### src/sv/sv2seg_pkg.sv
// shared constants, types and the segment lookup for the signed value display core
// no dependencies

package sv2seg_pkg;

  localparam int NumW = 16;
  localparam int MagW = 14;
  localparam int SegW = 7;
  localparam int PtW  = 4;
  localparam int MaskW = 3;

  typedef logic signed [NumW-1:0] num_t;
  typedef logic [MagW-1:0]        mag_t;
  typedef logic [SegW-1:0]        seg_t;
  typedef logic [MaskW-1:0]       mask_t;
  typedef logic [PtW-1:0]         pt_t;
  typedef logic [3:0]             digit_t;

  localparam num_t SatHiIn  = 16'sd16000;
  localparam num_t SatHiVal = 16'sd15999;
  localparam num_t SatLoIn  = -16'sd1000;
  localparam num_t SatLoVal = -16'sd999;

  localparam seg_t SegMinus = 7'h40;

  // reciprocals, exact for magnitudes below 2**14
  localparam logic [15:0] Recip10   = 16'd52429;  // shift 19
  localparam logic [12:0] Recip100  = 13'd5243;   // shift 19
  localparam logic [14:0] Recip1000 = 15'd16778;  // shift 24

  function automatic seg_t hex_seg(input digit_t d);
    seg_t s;
    unique case (d)
      4'h0: s = 7'h3F;
      4'h1: s = 7'h06;
      4'h2: s = 7'h5B;
      4'h3: s = 7'h4F;
      4'h4: s = 7'h66;
      4'h5: s = 7'h6D;
      4'h6: s = 7'h7D;
      4'h7: s = 7'h07;
      4'h8: s = 7'h7F;
      4'h9: s = 7'h6F;
      4'hA: s = 7'h77;
      4'hB: s = 7'h7C;
      4'hC: s = 7'h39;
      4'hD: s = 7'h5E;
      4'hE: s = 7'h79;
      default: s = 7'h71;
    endcase
    return s;
  endfunction

endpackage

### src/sv/sv2seg_if.sv
// valid/ready channel interfaces for the signed value display core
// depends on sv2seg_pkg

interface sv2seg_in_if import sv2seg_pkg::*; ();
  logic valid;
  logic ready;
  num_t number;
  logic show_sign;

  modport source (output valid, number, show_sign, input ready);
  modport sink (input valid, number, show_sign, output ready);
endinterface

interface sv2seg_out_if import sv2seg_pkg::*; ();
  logic valid;
  logic ready;
  seg_t seg_units;
  seg_t seg_tens;
  seg_t seg_hundreds;
  seg_t seg_top;
  pt_t  point_bits;

  modport source (output valid, seg_units, seg_tens, seg_hundreds, seg_top, point_bits,
                  input ready);
  modport sink (input valid, seg_units, seg_tens, seg_hundreds, seg_top, point_bits,
                output ready);
endinterface

interface sv2seg_cfg_if import sv2seg_pkg::*; ();
  logic  valid;
  logic  ready;
  mask_t data;

  modport source (output valid, data, input ready);
  modport sink (input valid, data, output ready);
endinterface

### src/sv/signed_value_to_seven_segment_core.sv
// signed value to four-digit seven-segment patterns, top level
// depends on sv2seg_pkg and the channel interfaces in sv2seg_if.sv
// an accepted word is registered in the input stage, then in the result stage, before it reaches the output
// throughput: one word per cycle while segments.ready is high, set by the two-register pipeline (input, result)
// reset: rst clears both pipeline valid flags and the point mask to zero
// config writes are always taken (ready held high)

module signed_value_to_seven_segment_core import sv2seg_pkg::*; (
  input logic         clk,
  input logic         rst,
  sv2seg_in_if.sink   value,
  sv2seg_cfg_if.sink  cfg,
  sv2seg_out_if.source segments
);

  // configuration register
  mask_t point_mask;

  // input stage
  logic  s1_valid;
  num_t  s1_number;
  logic  s1_show_sign;

  // result stage
  logic  out_valid;
  seg_t  out_units;
  seg_t  out_tens;
  seg_t  out_hundreds;
  seg_t  out_top;
  pt_t   out_points;

  logic  advance;
  logic  take;

  // datapath between the two stages
  logic        ovf_hi;
  logic        ovf_lo;
  num_t        sat;
  logic        neg;
  num_t        abs_val;
  mag_t        mag;
  logic [29:0] prod10;
  logic [26:0] prod100;
  logic [28:0] prod1000;
  logic [10:0] q10;
  logic [7:0]  q100;
  logic [4:0]  q1000;
  mag_t        units_w;
  logic [10:0] tens_w;
  logic [7:0]  hund_w;
  seg_t        top_next;
  seg_t        units_next;
  seg_t        tens_next;
  seg_t        hund_next;
  pt_t         points_next;

  // result register moves when empty or when the word is being taken
  assign advance     = !out_valid || segments.ready;
  assign value.ready = !s1_valid || advance;
  assign take        = value.valid && value.ready;
  assign cfg.ready   = 1'b1;

  always_ff @(posedge clk) begin
    if (rst) begin
      point_mask <= '0;
    end else if (cfg.valid) begin
      point_mask <= cfg.data;
    end
  end

  always_ff @(posedge clk) begin
    if (rst) begin
      s1_valid <= 1'b0;
    end else if (value.ready) begin
      s1_valid <= value.valid;
    end
  end

  // payload capture needs no reset
  always_ff @(posedge clk) begin
    if (take) begin
      s1_number    <= value.number;
      s1_show_sign <= value.show_sign;
    end
  end

  // saturate to -999..15999, overflow on either side
  always_comb begin
    ovf_hi = (s1_number >= SatHiIn);
    ovf_lo = (s1_number <= SatLoIn);
    if (ovf_hi) begin
      sat = SatHiVal;
    end else if (ovf_lo) begin
      sat = SatLoVal;
    end else begin
      sat = s1_number;
    end
    neg     = sat[NumW-1];
    abs_val = neg ? -sat : sat;
    mag     = abs_val[MagW-1:0];
  end

  // three independent reciprocal multiplies, then small corrections by ten
  always_comb begin
    prod10   = 30'(mag) * 30'(Recip10);
    prod100  = 27'(mag) * 27'(Recip100);
    prod1000 = 29'(mag) * 29'(Recip1000);
    q10      = prod10[29:19];
    q100     = prod100[26:19];
    q1000    = prod1000[28:24];
    units_w  = mag - 14'(q10) * 14'd10;
    tens_w   = q10 - 11'(q100) * 11'd10;
    hund_w   = q100 - 8'(q1000) * 8'd10;
  end

  // pattern lookup and points
  always_comb begin
    units_next = hex_seg(units_w[3:0]);
    tens_next  = hex_seg(tens_w[3:0]);
    hund_next  = hex_seg(hund_w[3:0]);
    if (neg && s1_show_sign) begin
      top_next = SegMinus;
    end else begin
      top_next = hex_seg(q1000[3:0]);
    end
    points_next = {ovf_hi || ovf_lo, point_mask};
  end

  always_ff @(posedge clk) begin
    if (rst) begin
      out_valid <= 1'b0;
    end else if (advance) begin
      out_valid <= s1_valid;
    end
  end

  always_ff @(posedge clk) begin
    if (advance && s1_valid) begin
      out_units    <= units_next;
      out_tens     <= tens_next;
      out_hundreds <= hund_next;
      out_top      <= top_next;
      out_points   <= points_next;
    end
  end

  assign segments.valid        = out_valid;
  assign segments.seg_units    = out_units;
  assign segments.seg_tens     = out_tens;
  assign segments.seg_hundreds = out_hundreds;
  assign segments.seg_top      = out_top;
  assign segments.point_bits   = out_points;

  // reciprocal digits stay decimal, thousands stay a hex digit
  a_digit_range: assert property (@(posedge clk) disable iff (rst)
    s1_valid |-> (units_w < 14'd10) && (tens_w < 11'd10) && (hund_w < 8'd10)
                 && (q1000 < 5'd16))
    else $error("digit split out of range");

  // reset empties both stages
  a_reset_empty: assert property (@(posedge clk)
    rst |=> !s1_valid && !out_valid)
    else $error("pipeline not empty after reset");

  // an accepted word occupies the input stage next cycle
  a_accept_fill: assert property (@(posedge clk) disable iff (rst)
    take |=> s1_valid)
    else $error("accepted word lost");

  // a stalled result keeps the input stage from being overwritten
  a_stall_hold: assert property (@(posedge clk) disable iff (rst)
    (s1_valid && !advance) |=> s1_valid && $stable(s1_number))
    else $error("input stage overwritten under stall");

endmodule
### src/flat_wrapper.sv
// flat-port wrapper written by rule: the top's interface ports become plain ports
module signed_value_to_seven_segment_core_flat import sv2seg_pkg::*;
  (clk, rst, value_valid, value_number, value_show_sign, value_ready, cfg_valid, cfg_data, cfg_ready, segments_valid, segments_seg_units, segments_seg_tens, segments_seg_hundreds, segments_seg_top, segments_point_bits, segments_ready);
  sv2seg_in_if value_i ();
  sv2seg_cfg_if cfg_i ();
  sv2seg_out_if segments_i ();
  input logic clk;
  input logic rst;
  input wire logic [$bits(value_i.valid)-1:0] value_valid;
  input wire logic [$bits(value_i.number)-1:0] value_number;
  input wire logic [$bits(value_i.show_sign)-1:0] value_show_sign;
  output wire logic [$bits(value_i.ready)-1:0] value_ready;
  input wire logic [$bits(cfg_i.valid)-1:0] cfg_valid;
  input wire logic [$bits(cfg_i.data)-1:0] cfg_data;
  output wire logic [$bits(cfg_i.ready)-1:0] cfg_ready;
  output wire logic [$bits(segments_i.valid)-1:0] segments_valid;
  output wire logic [$bits(segments_i.seg_units)-1:0] segments_seg_units;
  output wire logic [$bits(segments_i.seg_tens)-1:0] segments_seg_tens;
  output wire logic [$bits(segments_i.seg_hundreds)-1:0] segments_seg_hundreds;
  output wire logic [$bits(segments_i.seg_top)-1:0] segments_seg_top;
  output wire logic [$bits(segments_i.point_bits)-1:0] segments_point_bits;
  input wire logic [$bits(segments_i.ready)-1:0] segments_ready;
  assign value_i.valid = value_valid;
  assign value_i.number = value_number;
  assign value_i.show_sign = value_show_sign;
  assign value_ready = value_i.ready;
  assign cfg_i.valid = cfg_valid;
  assign cfg_i.data = cfg_data;
  assign cfg_ready = cfg_i.ready;
  assign segments_valid = segments_i.valid;
  assign segments_seg_units = segments_i.seg_units;
  assign segments_seg_tens = segments_i.seg_tens;
  assign segments_seg_hundreds = segments_i.seg_hundreds;
  assign segments_seg_top = segments_i.seg_top;
  assign segments_point_bits = segments_i.point_bits;
  assign segments_i.ready = segments_ready;
  signed_value_to_seven_segment_core u_core (.clk(clk), .rst(rst), .value(value_i), .cfg(cfg_i), .segments(segments_i));
endmodule
### config.mk
export PLATFORM = sky130hd
export DESIGN_NAME = signed_value_to_seven_segment_core_flat
export DESIGN_NICKNAME = d
export VERILOG_FILES = /design/src/sv/sv2seg_pkg.sv /design/src/sv/sv2seg_if.sv /design/src/sv/signed_value_to_seven_segment_core.sv /design/src/flat_wrapper.sv
export SDC_FILE = /design/constraint.sdc
export NUM_CORES = 1
export LEC_CHECK = 0
export CAP_MARGIN = 20
export CORE_MARGIN = 10
export CORE_UTILIZATION = 60
export DETAILED_ROUTE_END_ITERATION = 12
export DONT_BUFFER_PORTS = 1
export HOLD_SLACK_MARGIN = 0.15
export PLACE_DENSITY = 0.82
export SYNTH_ARGS = -nofsm -noshare
export SYNTH_HDL_FRONTEND = slang
export SYNTH_SLANG_ARGS = --single-unit
### constraint.sdc
create_clock -name clk -period 11.4 [get_ports clk]
set_input_delay 1.14 -clock clk [delete_from_list [all_inputs] [get_ports clk]]
set_output_delay 1.14 -clock clk [all_outputs]
set_load 0.1 [all_outputs]
# After elaboration in Yosys (flattened, before gate mapping)

Memories as Yosys holds them, arrays and structs flattened. A register that Yosys moved wholly into a read port is not among the register bits.
Cells that the tools add are included.

Memories: 4
Output and inout port bits: 35
Flip-flop bits (word level): 26
Bits in read-only memories: 448
Bits of input ports: 25
Logic and storage cells: 33

Order comparisons: 2
Reductions and logical operators: 8
Add/sub/neg operators: 4
Multiplexer cells: 3
Multipliers: 6

Memories:

| memory           | words | width | read ports | clocked after memory_dff | wr ports | RTL line         | source |
|---|---|---|---|---|---|---|---|
| (name not given) | 16    | 7     | 1          | 1                        | 0        | sv2seg_pkg.sv:33 | `unique case (d)` |
| (name not given) | 16    | 7     | 1          | 1                        | 0        | sv2seg_pkg.sv:33 |  |
| (name not given) | 16    | 7     | 1          | 1                        | 0        | sv2seg_pkg.sv:33 |  |
| (name not given) | 16    | 7     | 1          | 1                        | 0        | sv2seg_pkg.sv:33 |  |

Operators with widths:

| cell                                                                                   | count |
|---|---|
| 16-bit 2-to-1 mux                                                                      | 2 |
| 14-bit by 16-bit multiplier with 30-bit output (second input constant)                 | 1 |
| 14-bit by 14-bit multiplier with 28-bit output (second input constant)                 | 1 |
| 14-bit by 13-bit multiplier with 27-bit output (second input constant)                 | 1 |
| 16-bit by 15-bit greater-or-equal comparator with 1-bit output (second input constant) | 1 |
| 16-bit by 11-bit less-or-equal comparator with 1-bit output (second input constant)    | 1 |
| 14-bit 2-to-1 mux                                                                      | 1 |
| 14-bit negator                                                                         | 1 |
| 4-bit subtractor                                                                       | 3 |
| 11-bit by 3-bit multiplier with 3-bit output (second input constant)                   | 1 |
| 8-bit by 3-bit multiplier with 3-bit output (second input constant)                    | 1 |
| 5-bit by 3-bit multiplier with 3-bit output (second input constant)                    | 1 |
| 1-bit logical AND                                                                      | 3 |
| 1-bit logical OR                                                                       | 3 |
| 1-bit zero test                                                                        | 2 |

# Longest topological paths before layout

Gate-level depths: netlist (run 1).

Word-level depth: 8
Depth in mapped cells: 40
Depth with buffers taken out: 38

# Worst setup path before layout (run 1)

Ideal clock, no wire load.

Path kind: reg2reg
Start point: register u_core.s1_number[14]
End point: register u_core.out_tens[5], in the netlist u_core.segments.seg_tens[5], data pin
Clock period less this slack: 10.205 ns
Cell stages (with the launch flop): 40
Setup time: 0.256 ns
Arrival time: 9.949 ns
Required time: 11.144 ns
Path buffers: 2
Slack: 1.195 ns
Path through: edfxtp_1 > clkbuf_1 > nor2_1 > a21boi_0 > a21oi_2 > nor2_1 > ha_1 > nand2_1 > o41ai_1 > nand2_1 > a21oi_1 > inv_1 > ha_1 > ha_1 > ha_1 > inv_1 > fa_1 > inv_1 > [... 4 more ...] > ha_1 > or4_1 > a211o_1 > o221a_1 > o211ai_1 > a21boi_0 > nor2_1 > xor2_1 > ha_1 > fa_1 > xnor2_1 > xnor2_1 > xnor2_1 > xnor2_1 > xnor3_1 > clkbuf_1 > mux2i_1 > o22a_1

Word-level cells in the longest chain between the ends: 8
Elaborated cells between the ends (all ways): 10
Those cells by class: add/sub: 2; mul: 3; order compare: 2; mux: 3

RTL lines:

| element                                                     | RTL line                                  | source |
|---|---|---|
| start: declaration                                          | signed_value_to_seven_segment_core.sv:21  | `num_t s1_number;` |
| start signal: assignment                                    | signed_value_to_seven_segment_core.sv:82  | `s1_number <= value.number;` |
| 16-bit by 11-bit less-or-equal comparator with 1-bit output | signed_value_to_seven_segment_core.sv:90  | `ovf_lo = (s1_number <= SatLoIn);` |
| 16-bit 2-to-1 mux                                           | signed_value_to_seven_segment_core.sv:93  | `end else if (ovf_lo) begin` |
| 16-bit 2-to-1 mux *                                         | signed_value_to_seven_segment_core.sv:91  | `if (ovf_hi) begin` |
| 14-bit negator                                              | signed_value_to_seven_segment_core.sv:99  | `abs_val = neg ? -sat : sat;` |
| 14-bit 2-to-1 mux *                                         | signed_value_to_seven_segment_core.sv:99  |  |
| 14-bit by 13-bit multiplier with 27-bit output              | signed_value_to_seven_segment_core.sv:106 | `prod100 = 27'(mag) * 27'(Recip100);` |
| 8-bit by 3-bit multiplier with 3-bit output                 | signed_value_to_seven_segment_core.sv:112 | `tens_w = q10 - 11'(q100) * 11'd10;` |
| 4-bit subtractor *                                          | signed_value_to_seven_segment_core.sv:112 |  |
| end: declaration                                            | signed_value_to_seven_segment_core.sv:27  | `seg_t out_tens;` |

Mark *: on every way between the ends. The rest lies on a longest branch, timed or not.
A chain may end at the register's enable or synchronous reset.

# Worst setup path after layout (run 1)

Start point: register u_core.s1_number[9]
End point: register u_core.out_tens[1], in the netlist u_core.segments.seg_tens[1], data pin

Same word-level chain as after synthesis.

==> reports/results.txt, run 1 <==
Status - completed
Synth Net Count - 1,524
DRC viols - 0
Initial antenna violation count - 0
Mapped Avg Cell Area - 9.87 µm²
# rows - 49
GRT Util Overall - 20.2%
Final WL - 23,900 µm
# diodes - 0
Chip Width - 155 µm
Vert. Die Dim - 155 µm
Top FF cell, synth - edfxtp_1
Fin crit period - 10.52 ns
First-pass GRT wire length - 39,700 µm
Post-Route Setup TNS - 0 ns
Post-DP HPWL - 20,600 µm
Worst path max stage delay - 0.62 ns
Slew Viols, Final - 0
Mapped Area - 11,000 µm²
Post-synth EDFFs - 49
Buf+Inv Stages, Crit Path - 4
ANT nets after route - 0
Final-report setup violation count - 0
Maxcap violations - 0
Area growth syn-to-layout - 4.40%
Max stage delay cell, worst path - a21o_1
Crit share post-route - 92.3%
# H-tree levels - 2
TritonCTS Sinks - 54
Initial Util - 61.1%
DR vias/cell - 5.70
Root Buffer - clkbuf_16
WP data arrival - 10.57 ns
Num CTS Buffers - 5
Worst clock skew - 0.00792 ns
Fillers - 1,411
Max frequency - 95.1 MHz
Synthesized flop and latch total - 54
Most frequent CP cell - ha_1
Slew at the pin closest to its max-slew limit - 0.969 ns
CP required - 11.46 ns
Die ar. - 24,100 µm²
Rel. slew slack - 35.3%
CP endpoint kind - flip-flop
Post-synthesis sequential area ratio - 14.3%
Layout cells sized above 1 - 4.02%
Pin count of the biggest net entering global routing - 33
Setup CP Type - flip-flop to flip-flop
Clk_lat worst skew - 0.30 ns
Crit Path Max Fanout - 12
CORE AREA - 18,000 µm²
Async set or reset register ratio after synthesis - 0%
Router iterations before antenna repair - 5
Post-CTS Resized - 0
Cells after Synth - 1,113
Final RePlAce weighted congestion - 0.964
Hold Vio Cnt, Final - 0
Num ports - 60
Synthesis Warnings - 0
Final net count - 1,529
Worst Hold Class - flip-flop to flip-flop
Hold_buf cts - 0
TritonCTS clock tree - built
Yosys top cell by area - ha_1
Top post-synthesis cells by area - ha_1, fa_1, edfxtp_1
Vias in the first global route - 8,063
Drt wl/cell - 17.7 µm
DRT iter0 DRCs - 363
Clk buf depth - 2
Share of the synthesized area in the top cell type - 29.0%
Setup crit start kind - flip-flop
Post-CTS Repair Setup Buffers - 0
RSZ-0062 raised after global routing - false
Via count - 7,679
Clk slew on worst S/H paths - 0.07 ns
CP top delay family - adder cells
Count of input and output buffers - 0
Total grt overflow - 0
Unique masters post-synth - 72
cell usage in the layout, fill, tap and decap left out, types with 6 or more instances in the layout:
cell       count
a211oi_1       8
a21o_1        11
a21oi_1       30
a31oi_1        8
and2_1         6
and3_1         6
buf_4         11
clkbuf_16      6
edfxtp_1      49
fa_1         131
ha_1         255
inv_1        309
mux2_2         8
mux2i_1       15
nand2_1       31
nand3_1        9
nand4_1        6
nor2_1        39
nor2b_1        7
nor3_1        11
o21ai_0       21
xnor2_1       25
xor2_1         7
synthesized netlist by cell type, types with 4 or more instances:
cell and instances:
a21boi_0 4, o21a_1 4, nor2b_1 8, nor3_1 11, or3_1 5, or2_2 5
a211oi_1 9, nand3_1 9, o21ai_1 4, dfxtp_1 5, mux2i_1 15, a21o_1 11
o21ai_0 21, and2_1 6, ha_1 255, edfxtp_1 49, nand4_1 6, xor2_1 7
and3_1 6, o2111ai_1 4, o211ai_1 5, a21oi_1 30, xnor2_1 25, o22a_1 4
inv_1 309, mux2_2 8, nand3b_1 5, clkbuf_1 7, nor2_1 39, nand2_1 31
fa_1 131, a31oi_1 8, a22oi_1 5, nand2b_1 4
state kept, by name, summed over array words and instances, names as in the netlist:
name / count
u_core.s1_number: 16
u_core.segments.seg_hundreds: 7
u_core.segments.seg_tens: 7
u_core.segments.seg_top: 7
u_core.segments.seg_units: 7
u_core.segments.point_bits: 4
u_core.point_mask: 3
u_core.s1_show_sign: 1
u_core.s1_valid: 1
u_core.segments.valid: 1
per-stage QoR:
stage	cells	instance area (µm²)	utilization, %	setup slack, ns	hold WS (ns)
3_5_place_dp	1340	11300	62.9	0.952	0.421
6_report	1348	11500	63.8	0.883	0.439
2_1_floorplan	1113	11000	-	1.19	0.408
3_3_place_gp	1340	11300	62.9	1.19	0.414
5_1_grt	1348	11500	63.8	0.202	0.459
4_1_cts	1348	11500	63.8	0.897	0.439
cell type report:
type / count / area (µm²) / area share, %
Multi-Input combinational cell: 734 / 8190 / 71.4
Sequential cell: 54 / 1570 / 13.7
Inverter: 312 / 1170 / 10.2
Tap cell: 229 / 287 / 2.50
Clock buffer: 6 / 150 / 1.31
Timing Repair Buffer: 11 / 82.6 / 0.720
Clock inverter: 2 / 18.8 / 0.164
final timing paths:
| path | slack [ns] | start | depth (start not counted) | to |
|---|---|---|---|---|
| worst max-delay path | 0.88 | u_core.s1_number[9] | 35 | u_core.segments.seg_tens[1] |
| worst min-delay path | 0.44 | u_core.point_mask[0] | 0 | u_core.segments.point_bits[0] |
| worst max register to register | 0.88 | u_core.s1_number[9] | 35 | u_core.segments.seg_tens[1] |
| worst min register to register | 0.44 | u_core.point_mask[0] | 0 | u_core.segments.point_bits[0] |
logic make-up (layout without fill, tap and decap cells):
family | Yosys count | after routing | share of synthesized area [%]
adder cells (fa/ha/maj) | 387 | 387 | 53.0
buffers and inverters | 325 | 331 | 11.2
AND/OR/NAND/NOR | 144 | 144 | 6.58
AO/OA/AOI/OAI | 141 | 141 | 8.97
flip-flops | 54 | 54 | 14.3
XOR/XNOR | 36 | 36 | 3.26
multiplexers | 25 | 25 | 2.60
other | 1 | 1 | 0.0341
metal layers:
layer,global-route usage [%],wire (µm)
met1,25.6,10100
met2,33.4,11400
met3,4.44,1480
met4,6.91,894
met5,0,0
Power of run 1 is left out: the tool's default activity adds up to more than one toggle a clock period on the data nets, which glitch-free logic cannot reach.
==> run 2: changes to the inputs <==
ABC_AREA = 1   (was unset)
==> reports/results.txt, run 2 <==
Commonest non-fill, non-tap cell in the layout - inv_1 (unchanged)
Final-report setup violation count - 0 (unchanged)
Post-synth EDFFs - 49 (unchanged)
Vias in the first global route - 9,542 (was 8,063)
Yosys top cell by area - ha_1 (unchanged)
Final WL - 27,600 µm (was 23,900 µm)
Layout cells sized above 1 - 3.70% (was 4.02%)
Hold_buf cts - 0 (unchanged)
Synth cell count leaders - inv_1, nand2_1, ha_1 (was inv_1, ha_1, fa_1)
DRT iter0 DRCs - 557 (was 363)
Crit share post-route - 83.6% (was 92.3%)
Multi-input gate area - 8850 µm² (was 8190 µm²)
Synthesis Warnings - 0 (unchanged)
DR vias/cell - 5.34 (was 5.70)
Post-CTS Repair Setup Buffers - 0 (unchanged)
Synthesized flop and latch total - 54 (unchanged)
Max stage delay cell, worst path - edfxtp_1 (was a21o_1)
Num ports - 60 (unchanged)
Most frequent cells in the layout - inv_1, nand2_1, ha_1 (was inv_1, ha_1, fa_1)
Chip Width - 161 µm (was 155 µm)
Top post-synthesis cells by area - ha_1, fa_1, edfxtp_1 (unchanged)
Router iterations before antenna repair - 6 (was 5)
Top FF cell, synth - edfxtp_1 (unchanged)
CORE AREA - 19,500 µm² (was 18,000 µm²)
Clk_lat worst skew - 0.30 ns (about the same)
Clk buf depth - 2 (unchanged)
Storage cell area - 1570 µm² (unchanged)
Setup ws final - 1.87 ns (was 0.883 ns)
Final std cells w/o fill - 1,724 (was 1,348)
Final net count - 1,869 (was 1,529)
Vert. Die Dim - 161 µm (was 155 µm)
DP Cell Count - 1,716 (was 1,340)
Worst R2R Path Depth - 40 (was 35)
Slew at the pin closest to its max-slew limit - 1.09 ns (was 0.969 ns)
Fillers - 1,584 (was 1,411)
Pin count of the biggest net entering global routing - 33 (unchanged)
Via count - 9,198 (was 7,679)
Hold Crit Depth - 0 (unchanged)
Most frequent cell after synthesis - inv_1 (unchanged)
First-pass GRT wire length - 46,100 µm (was 39,700 µm)
# rows - 51 (was 49)
Setup crit start kind - flip-flop (unchanged)
TritonCTS Sinks - 54 (unchanged)
Maxcap violations - 0 (unchanged)
Slew Viols, Final - 0 (unchanged)
Max frequency - 105 MHz (was 95.1 MHz)
Post-DP HPWL - 24,100 µm (was 20,600 µm)
Hold Vio Cnt, Final - 0 (unchanged)
TritonCTS clock tree - built (unchanged)
Unique masters post-synth - 44 (was 72)
Root Buffer - clkbuf_16 (unchanged)
Num CTS Buffers - 5 (unchanged)
Fin crit period - 9.53 ns (was 10.52 ns)
Final RePlAce weighted congestion - 0.954 (was 0.964)
Post-Route Setup TNS - 0 ns (unchanged)
# H-tree levels - 2 (unchanged)
Total grt overflow - 0 (unchanged)
Synth Net Count - 1,862 (was 1,524)
Mapped Area - 11,900 µm² (was 11,000 µm²)
Crit Path Max Fanout - 17 (was 12)
RSZ-0062 raised after global routing - false (unchanged)
Drt wl/cell - 16.0 µm (was 17.7 µm)
Max FFs per register - 16 (unchanged)
Area growth syn-to-layout - 4.37% (was 4.40%)
Rel. slew slack - 26.9% (was 35.3%)
Clk slew on worst S/H paths - 0.07 ns (about the same)
CP required - 11.44 ns (was 11.46 ns)
Initial Util - 61.1% (about the same)
Setup CP Type - flip-flop to flip-flop (unchanged)
Pre-CTS setup slack - 1.89 ns (was 0.952 ns)
Top reg by flops - u_core.s1_number (unchanged)
Worst clock skew - 0.0121 ns (was 0.00792 ns)
Share of the synthesized area in the top cell type - 26.8% (was 29.0%)
Initial antenna violation count - 0 (unchanged)
Worst path max stage delay - 0.66 ns (was 0.62 ns)
CP endpoint kind - flip-flop (unchanged)
WP data arrival - 9.57 ns (was 10.57 ns)
DRC viols - 0 (unchanged)
# diodes - 0 (unchanged)
Count of input and output buffers - 0 (unchanged)
ANT nets after route - 0 (unchanged)
Die ar. - 25,800 µm² (was 24,100 µm²)
GRT Util Overall - 21.7% (was 20.2%)
Async set or reset register ratio after synthesis - 0% (unchanged)
Cells after Synth - 1,451 (was 1,113)
Hold WS - 0.440 ns (was 0.439 ns)
Status - completed (unchanged)
Post-CTS Resized - 0 (unchanged)
Mapped Avg Cell Area - 8.19 µm² (was 9.87 µm²)
Worst Hold Class - flip-flop to flip-flop (unchanged)
Post-synthesis sequential area ratio - 13.2% (was 14.3%)
-- run 2: changes by cell type after synthesis, moves of 9 or more --
cell	delta
nand2_1	+243
a21oi_1	+34
nand4_1	+12
nand2_4	+9
mux2i_1	-15
xnor2_1	-12
o21ai_0	+24
nand3_1	+59
nor2_1	+17
nand2_2	+9
inv_1	+73
-- run 2: path summary, 6_finish.rpt --
path	from	to	slack (ns)
setup / recovery	u_core.s1_number[15]	u_core.segments.seg_tens[2]	1.87
hold / removal	u_core.point_mask[0]	u_core.segments.point_bits[0]	0.44
setup reg to reg	u_core.s1_number[15]	u_core.segments.seg_tens[2]	1.87
hold reg to reg	u_core.point_mask[0]	u_core.segments.point_bits[0]	0.44
-- run 2: logic make-up after synthesis --
kind of cell | share of synthesized area, %
AND/OR/NAND/NOR | 17.5
buffers and inverters | 12.4
adder cells (fa/ha/maj) | 48.9
AO/OA/AOI/OAI | 6.18
flip-flops | 13.2
XOR/XNOR | 1.77
other | 0.0316
-- run 2: final cells by class --
class | instances | area share (%)
clock inverters | 2 | 0.303
repair buffers | 4 | 0.242
clock buffers | 6 | 1.04
well taps | 265 | 2.67
flip-flops and latches | 54 | 12.7
inverters | 385 | 11.7
multi-input cells | 1008 | 71.4
-- run 2: critical path, delay by kind of cell (launching register included) --
family | cells | cell delay, ns
flops | 1 | 0.66
xor+xnor | 2 | 0.57
compound gates | 2 | 0.43
simple gates | 17 | 2.21
buf+inv | 9 | 1.49
fa+ha+maj | 10 | 3.88
-- run 2: per-stage QoR --
stage	util [%]	area, µm²
finish	63.7	12400
CTS	63.7	12400
global route	63.7	12400
detailed placement	62.9	12200
floorplan	-	11900
global placement	62.9	12200
-- run 2: layer usage --
metal  GRT usage (%)  part of all wire [%]
met5               0                     0
met4            6.12                   2.9
met3            5.06                   7.0
met2            36.6                    46
met1            27.1                    44
Power of run 2 is left out for the same reason.
